[src/sv/opto_compressor_gain_stage_assert.svh]
// Assertion helpers for the compressor gain stage.
`ifndef OPTO_COMPRESSOR_GAIN_STAGE_ASSERT_SVH
`define OPTO_COMPRESSOR_GAIN_STAGE_ASSERT_SVH

`ifndef SYNTHESIS
`define OCGS_ASSERT(lbl, prop, msg) \
  lbl: assert property (@(posedge clk_i) disable iff (!rst_ni) prop) else $error(msg);
`define OCGS_ASSERT_ANY(lbl, prop, msg) \
  lbl: assert property (@(posedge clk_i) prop) else $error(msg);
`else
`define OCGS_ASSERT(lbl, prop, msg)
`define OCGS_ASSERT_ANY(lbl, prop, msg)
`endif

`endif

[src/sv/ocgs_pkg.sv]
`default_nettype none

package ocgs_pkg;

  localparam int unsigned SAMPLE_BITS     = 24;
  localparam int unsigned STATE_FRAC_BITS = 24;

  localparam int unsigned COEFF_BITS = 16;
  localparam int unsigned GAIN_BITS  = 17;
  localparam int unsigned CFG_IDX_BITS = 2;

  localparam logic [GAIN_BITS-1:0] GAIN_ONE   = 17'd65536;
  localparam logic [GAIN_BITS-1:0] GAIN_FLOOR = 17'd655;

  localparam int unsigned DIV_STEPS    = GAIN_BITS;
  localparam int unsigned DIV_CNT_BITS = $clog2(DIV_STEPS);

  typedef enum logic [CFG_IDX_BITS-1:0] {
    CFG_AMOUNT     = 2'd0,
    CFG_FAST_COEFF = 2'd1,
    CFG_SLOW_COEFF = 2'd2
  } cfg_idx_e;

  typedef enum logic [10:0] {
    S_IDLE  = 11'b000_0000_0001,
    S_MAG   = 11'b000_0000_0010,
    S_DRV   = 11'b000_0000_0100,
    S_FASTA = 11'b000_0000_1000,
    S_FASTB = 11'b000_0001_0000,
    S_SLOWA = 11'b000_0010_0000,
    S_SLOWB = 11'b000_0100_0000,
    S_DINIT = 11'b000_1000_0000,
    S_DIV   = 11'b001_0000_0000,
    S_GAIN  = 11'b010_0000_0000,
    S_OUT   = 11'b100_0000_0000
  } state_e;

endpackage

`default_nettype wire

[src/sv/opto_compressor_gain_stage.sv]
// Feed-forward compressor gain stage.
// Input channel: in_valid_i / in_stall_o with sample_in_i, a signed sample
// (full scale 1.0). A transaction completes when valid is high and stall low.
// Output channel: out_valid_o / out_stall_i with sample_out_o (sample times
// gain) and gain_o (linear Q16 gain, 655 .. 65536).
// Configuration: cfg_valid_i / cfg_ready_o with cfg_index_i (0 amount,
// 1 fast pole, 2 slow pole) and cfg_data_i; ready is always high, other
// indexes are dropped. Write only while no sample is in flight.
// Sequencing: a new sample is taken only once the result of the previous one
// has been loaded into the output register. The sequencer uses one shared
// multiplier for six products in turn and a restoring divider that forms
// one of the 17 gain bits per cycle.
// The result sits in an output register, so a stalled receiver does not
// block the next input; the sequencer holds only if a second result is
// ready while the first is still stalled.
// Reset clears the state, the configuration registers, both smoother levels and the output valid.
`default_nettype none

`include "opto_compressor_gain_stage_assert.svh"

module opto_compressor_gain_stage
  import ocgs_pkg::*;
#(
  parameter int unsigned SampleBits    = ocgs_pkg::SAMPLE_BITS,
  parameter int unsigned StateFracBits = ocgs_pkg::STATE_FRAC_BITS
) (
  input  wire logic                           clk_i,
  input  wire logic                           rst_ni,
  input  wire logic                           in_valid_i,
  output logic                                in_stall_o,
  input  wire logic signed [SampleBits-1:0]   sample_in_i,
  output logic                                out_valid_o,
  input  wire logic                           out_stall_i,
  output logic signed [SampleBits-1:0]        sample_out_o,
  output logic [GAIN_BITS-1:0]                gain_o,
  input  wire logic                           cfg_valid_i,
  output logic                                cfg_ready_o,
  input  wire logic [CFG_IDX_BITS-1:0]        cfg_index_i,
  input  wire logic [COEFF_BITS-1:0]          cfg_data_i
);

  localparam int unsigned LW = StateFracBits + 4;
  localparam int unsigned MA = (SampleBits > LW) ? SampleBits : LW;
  localparam int unsigned PW = MA + GAIN_BITS;
  localparam int unsigned DW = StateFracBits + 23;
  localparam int unsigned SH = SampleBits + 15 - StateFracBits;

  localparam logic [DW-1:0] NUM_ONE  = {{(DW-1){1'b0}}, 1'b1} << (16 + StateFracBits);
  localparam logic [DW-1:0] DEN_ONE  = {{(DW-1){1'b0}}, 1'b1} << StateFracBits;
  localparam logic [PW:0]   RND_POS  = (PW+1)'(32768);
  localparam logic [PW:0]   RND_NEG  = (PW+1)'(32767);
  localparam logic [DIV_CNT_BITS-1:0] DIV_LAST = DIV_CNT_BITS'(DIV_STEPS - 1);

  state_e state_q, state_d;

  logic [COEFF_BITS-1:0] amount_q, fast_coeff_q, slow_coeff_q;
  logic [LW-1:0]         fast_q, slow_q;
  logic [LW-1:0]         drive_q;
  logic [SampleBits-1:0] mag_q;
  logic                  neg_q;
  logic [PW-1:0]         prod_q, acc_q;
  logic [DW-1:0]         rem_q, dsr_q;
  logic [GAIN_BITS-1:0]  quo_q, gain_q;
  logic [DIV_CNT_BITS-1:0] cnt_q;
  logic                  out_valid_q;
  logic signed [SampleBits-1:0] sample_out_q;
  logic [GAIN_BITS-1:0]  gain_out_q;

  logic [MA-1:0]         mul_a;
  logic [GAIN_BITS-1:0]  mul_b;
  logic                  in_take;
  logic                  out_load;
  logic [SampleBits-1:0] mag_in;
  logic [PW+2:0]         drv_full;
  logic [PW:0]           lvl_sum;
  logic [LW-1:0]         lvl_new;
  logic [DW-1:0]         den;
  logic [GAIN_BITS-1:0]  gain_clamp;
  logic [PW:0]           rnd;
  logic [SampleBits-1:0] rnd_mag;

  assign in_stall_o  = (state_q != S_IDLE);
  assign in_take     = in_valid_i && !in_stall_o;
  assign cfg_ready_o = 1'b1;
  assign out_load    = (state_q == S_OUT) && (!out_valid_q || !out_stall_i);

  assign out_valid_o  = out_valid_q;
  assign sample_out_o = sample_out_q;
  assign gain_o       = gain_out_q;

  assign mag_in   = sample_in_i[SampleBits-1] ? SampleBits'(-sample_in_i) : sample_in_i;
  assign drv_full = {prod_q, 3'b000} - {2'b00, prod_q, 1'b0};
  assign lvl_sum  = {1'b0, acc_q} + {1'b0, prod_q};
  assign lvl_new  = lvl_sum[16 +: LW];
  assign den      = DEN_ONE + DW'({slow_q, 2'b00});
  assign gain_clamp = (quo_q < GAIN_FLOOR) ? GAIN_FLOOR : quo_q;
  assign rnd      = {1'b0, prod_q} + (neg_q ? RND_NEG : RND_POS);
  assign rnd_mag  = rnd[16 +: SampleBits];

  always_comb begin
    mul_a = '0;
    mul_b = '0;
    unique case (state_q)
      S_MAG: begin
        mul_a = MA'(mag_q);
        mul_b = GAIN_BITS'(amount_q);
      end
      S_DRV: begin
        mul_a = MA'(fast_q);
        mul_b = GAIN_BITS'(fast_coeff_q);
      end
      S_FASTA: begin
        mul_a = MA'(drive_q);
        mul_b = GAIN_ONE - GAIN_BITS'(fast_coeff_q);
      end
      S_FASTB: begin
        mul_a = MA'(slow_q);
        mul_b = GAIN_BITS'(slow_coeff_q);
      end
      S_SLOWA: begin
        mul_a = MA'(fast_q);
        mul_b = GAIN_ONE - GAIN_BITS'(slow_coeff_q);
      end
      S_GAIN: begin
        mul_a = MA'(mag_q);
        mul_b = gain_clamp;
      end
      S_OUT: begin
        mul_a = MA'(mag_q);
        mul_b = gain_q;
      end
      default: begin
        mul_a = '0;
        mul_b = '0;
      end
    endcase
  end

  always_comb begin
    state_d = state_q;
    unique case (state_q)
      S_IDLE:  if (in_take) state_d = S_MAG;
      S_MAG:   state_d = S_DRV;
      S_DRV:   state_d = S_FASTA;
      S_FASTA: state_d = S_FASTB;
      S_FASTB: state_d = S_SLOWA;
      S_SLOWA: state_d = S_SLOWB;
      S_SLOWB: state_d = S_DINIT;
      S_DINIT: state_d = S_DIV;
      S_DIV:   if (cnt_q == '0) state_d = S_GAIN;
      S_GAIN:  state_d = S_OUT;
      S_OUT:   if (out_load) state_d = S_IDLE;
      default: state_d = S_IDLE;
    endcase
  end

  always_ff @(posedge clk_i or negedge rst_ni) begin
    if (!rst_ni) begin
      state_q      <= S_IDLE;
      amount_q     <= '0;
      fast_coeff_q <= '0;
      slow_coeff_q <= '0;
      fast_q       <= '0;
      slow_q       <= '0;
      out_valid_q  <= 1'b0;
      cnt_q        <= '0;
    end else begin
      state_q <= state_d;
      if (cfg_valid_i && cfg_ready_o) begin
        unique case (cfg_index_i)
          CFG_AMOUNT:     amount_q     <= cfg_data_i;
          CFG_FAST_COEFF: fast_coeff_q <= cfg_data_i;
          CFG_SLOW_COEFF: slow_coeff_q <= cfg_data_i;
          default: ;
        endcase
      end
      if (state_q == S_FASTB) fast_q <= lvl_new;
      if (state_q == S_SLOWB) slow_q <= lvl_new;
      if (state_q == S_DINIT) cnt_q <= DIV_LAST;
      else if (state_q == S_DIV) cnt_q <= cnt_q - 1'b1;
      if (out_load) out_valid_q <= 1'b1;
      else if (!out_stall_i) out_valid_q <= 1'b0;
    end
  end

  always_ff @(posedge clk_i) begin
    prod_q <= PW'(mul_a * mul_b);
    if (in_take) begin
      mag_q <= mag_in;
      neg_q <= sample_in_i[SampleBits-1];
    end
    if (state_q == S_DRV) drive_q <= LW'(drv_full >> SH);
    if (state_q == S_FASTA || state_q == S_SLOWA) acc_q <= prod_q;
    if (state_q == S_DINIT) begin
      rem_q <= NUM_ONE + (den >> 1);
      dsr_q <= den << 16;
      quo_q <= '0;
    end else if (state_q == S_DIV) begin
      if (rem_q >= dsr_q) begin
        rem_q <= rem_q - dsr_q;
        quo_q <= {quo_q[GAIN_BITS-2:0], 1'b1};
      end else begin
        quo_q <= {quo_q[GAIN_BITS-2:0], 1'b0};
      end
      dsr_q <= dsr_q >> 1;
    end
    if (state_q == S_GAIN) gain_q <= gain_clamp;
    if (out_load) begin
      sample_out_q <= neg_q ? -rnd_mag : rnd_mag;
      gain_out_q   <= gain_q;
    end
  end

  `OCGS_ASSERT(a_take_starts_seq, in_take |=> (state_q == S_MAG), "sequence did not start")
  `OCGS_ASSERT(a_div_ends_gain, (state_q == S_DIV && cnt_q == '0) |=> (state_q == S_GAIN), "divider overran")
  `OCGS_ASSERT(a_load_only_free, out_load |-> (!out_valid_q || !out_stall_i), "result overwrote stalled output")
  `OCGS_ASSERT_ANY(a_gain_range, !rst_ni || !out_valid_o || (gain_o >= GAIN_FLOOR && gain_o <= GAIN_ONE), "gain out of range")

endmodule

`default_nettype wire

[config.mk]
export PLATFORM = sky130hd
export DESIGN_NAME = opto_compressor_gain_stage
export DESIGN_NICKNAME = d
export VERILOG_FILES = /design/src/sv/ocgs_pkg.sv /design/src/sv/opto_compressor_gain_stage.sv
export VERILOG_INCLUDE_DIRS = /design/src /design/src/sv
export SDC_FILE = /design/constraint.sdc
export NUM_CORES = 2
export LEC_CHECK = 0
export BUFFER_PORTS_ARGS = -buffer_cell sky130_fd_sc_hd__buf_2
export CAP_MARGIN = 20
export CORE_ASPECT_RATIO = 1.4
export CORE_MARGIN = 2
export CORE_UTILIZATION = 65
export CTS_CLUSTER_DIAMETER = 80
export CTS_CLUSTER_SIZE = 28
export DETAILED_ROUTE_END_ITERATION = 10
export GPL_TIMING_DRIVEN = 0
export PLACE_DENSITY = 0.82
export SLEW_MARGIN = 30
export SYNTH_ARGS = -nofsm -noshare
export SYNTH_HDL_FRONTEND = slang
export SYNTH_SLANG_ARGS = --single-unit
[constraint.sdc]
create_clock -name clk_i -period 11.4 [get_ports clk_i]
set_input_delay 3.42 -clock clk_i [delete_from_list [all_inputs] [get_ports clk_i]]
set_output_delay 3.42 -clock clk_i [all_outputs]
set_load 0.02 [all_outputs]
==> flow_summary.yaml <==
worst_setup_path:
  cpPeakStageDelay_ns: 0.59
  r2r_cells: 36
  critical_path_class: "flop to flop"
  rr_endpoint: "prod_q[40]"
  cp_common_cell: "fa_1"
  critPathSlowestCell: "o211ai_1"
  cp-end-kind: "flop"
  cp.arrival_ns: 11.54
  reg2reg_from: "state_q[1]"
  startpoint_type: "flop"
  regToRegSetupSlack_ns: 0.31
  crit_required_ns: 11.85
  critPathMaxFanout: 10
yosys:
  async_reset_ff_frac: 0.281
  synth-seq-cells: 431
  synth_compound_area_frac: 0.132
  synthFlopType: "edfxtp_1"
  yosys.area_share.adder: 0.287
  synthTopCellsByArea: "fa_1 (20%), edfxtp_1 (18%), ha_1 (8.6%)"
  synth.largest_area_cell: "fa_1"
  netlist_area_um2: 38600
  synth_edf_count: 233
  synthesis.nets: 4757
  ys_types: 83
  syn_inst: 4057
  synth_top_family_by_area: "adder cells"
  post-synth-top-area-fraction: 0.202
  yosysWarnings: 0
  synth-seq-area-share: 0.300
  synth_xor_area_frac: 0.0463
  muxShareOfSynthArea: 0.0260
  postSynthAreaPerCell_um2: 9.52
  synth-simple-area-share: 0.135
power:
  ir_drop_v: 0.000217
  power_frac_comb: 0.528
  power_uw: 6750
  p_per_area_nw_per_um2: 163
  intPower_uw: 3640
  p_clk_frac: 0.153
  leakage_uw: 0.0188
  swShare: 0.460
  p_switching_uw: 3110
  p_seq_frac: 0.319
sta:
  period_share: 0.973
  worst_slack_ns: 0.310
  rsz0062_at_grt: "no"
  slew_headroom: 0.295
  setup_viol: 0
  fin_setup_tns_ns: 0
  slew_viol_final: 0
  max_freq_mhz: 90.2
  worst_pin_slew_ns: 1.06
  layout_min_cycle_time_ns: 11.09
  hold_viol_final: 0
  clock_skew_ns: 0.0296
place:
  pre_cts_ws_ns: -0.410
  finalWeightedCongestion: 1.06
  place_area_um2: 40400
  io_buffers: 89
  place_hpwl_mm: 98.4
clock_network:
  htree_num_levels: 1
  clkTransAtPathRegs_ns: 0.11
  cts_tree: "done"
  insertion_delay_ns: 0.60
  cts_root_buf: "clkbuf_16"
  cts_hold_buffers: 0
  clock-sinks: 431
  clockBufferDepth: 3
  cts_buffers: 24
global_routing:
  overflow: 0
  grt_max_degree: 87
  grt_first_pass_wirelength_mm: 183
  antenna_found_initial: 1
  grtUsageTotal: 0.397
  grt_pass1_vias: 32300
die:
  start_util: 0.657
  die_x_um: 210
  design.die.area_um2: 61400
  ios: 91
  core_um2: 58700
  rows: 105
  die_h_um: 292
worst_hold_path:
  hold_depth: 2
  hold_end: "dsr_q[3]"
  worstHoldStart: "dsr_q[3]"
  hold_path_class: "flop to flop"
detailed_routing:
  num_vias: 31600
  drc: 0
  viasPerCell: 6.36
  wl_mm: 121
  dr.pass1.iters: 6
  ant_nets: 0
  wl_per_cell_um: 24.3
  drtIter0Drc: 3422
final_layout:
  final_nets: 4902
  layout-drive-gt1-share: 0.0727
  area_growth_pct: 7.01
  fill_cells: 4581
  fin_area_um2: 41300
flow_run:
  drv_cap: 0
outcome:
  status: "completed"
## worst max-delay path by stage
stage / cells past startpoint / startpoint / to
3_5_place_dp: 37 / state_q[1] / prod_q[40]
3_3_place_gp: 37 / state_q[1] / prod_q[40]
5_1_grt: 37 / state_q[1] / prod_q[40]
6_report: 36 / state_q[1] / prod_q[40]
2_1_floorplan: 37 / state_q[1] / prod_q[38]
4_1_cts: 37 / state_q[1] / prod_q[40]
## flip-flops by register name (all words and copies together), names as in the netlist, 5 cells and up
register,flops
slow_coeff_q,16
slow_q,28
rem_q,47
sample_out_o,24
drive_q,28
dsr_q,47
fast_q,28
gain_q,17
quo_q,17
gain_o,17
amount_q,16
mag_q,24
acc_q,44
fast_coeff_q,16
prod_q,44
state_q,11
cnt_q,5
## kinds of logic after synthesis
group,count (synthesis)
simple gates,1154
flops,431
buf+inv,750
compound gates,773
mux,91
other cells,1
fa+ha+maj,653
xor+xnor,204
## cells in the final DEF (no fill, tap or decap), drive strengths merged, types with 23 or more instances in the layout
cell type,instances
nand2,628
inv,609
fa,389
ha,264
edfxtp,233
a21oi,214
o21ai,168
clkbuf,165
nor2,151
xnor2,148
buf,132
dfrtp,120
a21o,98
dfxtp,77
mux2,75
nand3,68
and2,58
xor2,56
nor3,46
nand2b,30
o21a,30
a222oi,28
and3,27
nand4,26
a22o,24
a31oi,23
## worst max-delay path, delay by kind of cell (launching register included)
kind            cells  cell delay (ns)
mux                 2             0.55
fa+ha+maj           7             3.52
buf+inv            11             2.01
compound gates      9             2.75
xor+xnor            1             0.09
simple gates        6             1.65
flops               1             0.38
## power by group through the flow
| stage | registers, uW | logic [uW] | clock network, uW |
|---|---|---|---|
| after floorplan | 2100 | 2220 | 0 |
| after global routing | 2160 | 3730 | 1090 |
| after global placement | 2170 | 3360 | 0 |
| final | 2150 | 3570 | 1030 |
| after detailed placement | 2180 | 3420 | 0 |
| after CTS | 2140 | 3450 | 1040 |
## layer usage
metal  routed length [um]  global-route usage  vias up
met2                57800               0.672     1739
met3                 9630              0.0616      637
met5                   49             0.00642        -
li1                     -                   -    13900
met1                39700               0.428    15400
met4                13700               0.361        2
## Yosys cell counts (75+ instances only)
library cell and number:
ha_1 264, nor2_1 151, clkbuf_1 131, edfxtp_1 233, fa_1 389, inv_1 595
dfrtp_1 120, dfxtp_1 77, a21oi_1 214, o21ai_0 164, xnor2_1 148, mux2_2 75
a21o_1 98, nand2_1 628
## cell type report
cell class | count | area (um2) | share of cell area
Sequential cell | 431 | 11600 | 0.280
Buffer | 148 | 594 | 0.0144
Clock buffer | 31 | 648 | 0.0157
Tap cell | 749 | 937 | 0.0227
Antenna cell | 2 | 5.00 | 0.000121
Multi-Input combinational cell | 2876 | 24300 | 0.589
Clock inverter | 13 | 186 | 0.00451
Timing Repair Buffer | 119 | 768 | 0.0186
Inverter | 602 | 2260 | 0.0548
## through the flow
stage / utilization / cells / hold WS [ns]
final: 0.704 / 4971 / 0.464
after global routing: 0.703 / 4969 / 0.489
after CTS: 0.702 / 4963 / 0.468
after detailed placement: 0.688 / 4919 / 0.443
after global placement: 0.681 / 4895 / 0.439
after floorplan: - / 4057 / 0.415
## repair_timing
action / in CTS / in global routing
gates resized for setup: 3 / 14
setup endpoints to repair: 6 / 7
setup buffers: 0 / 2
pin swaps: 0 / 1
endpoints found under the hold margin: 0 / 0
(Power assumes the default switching activity.)
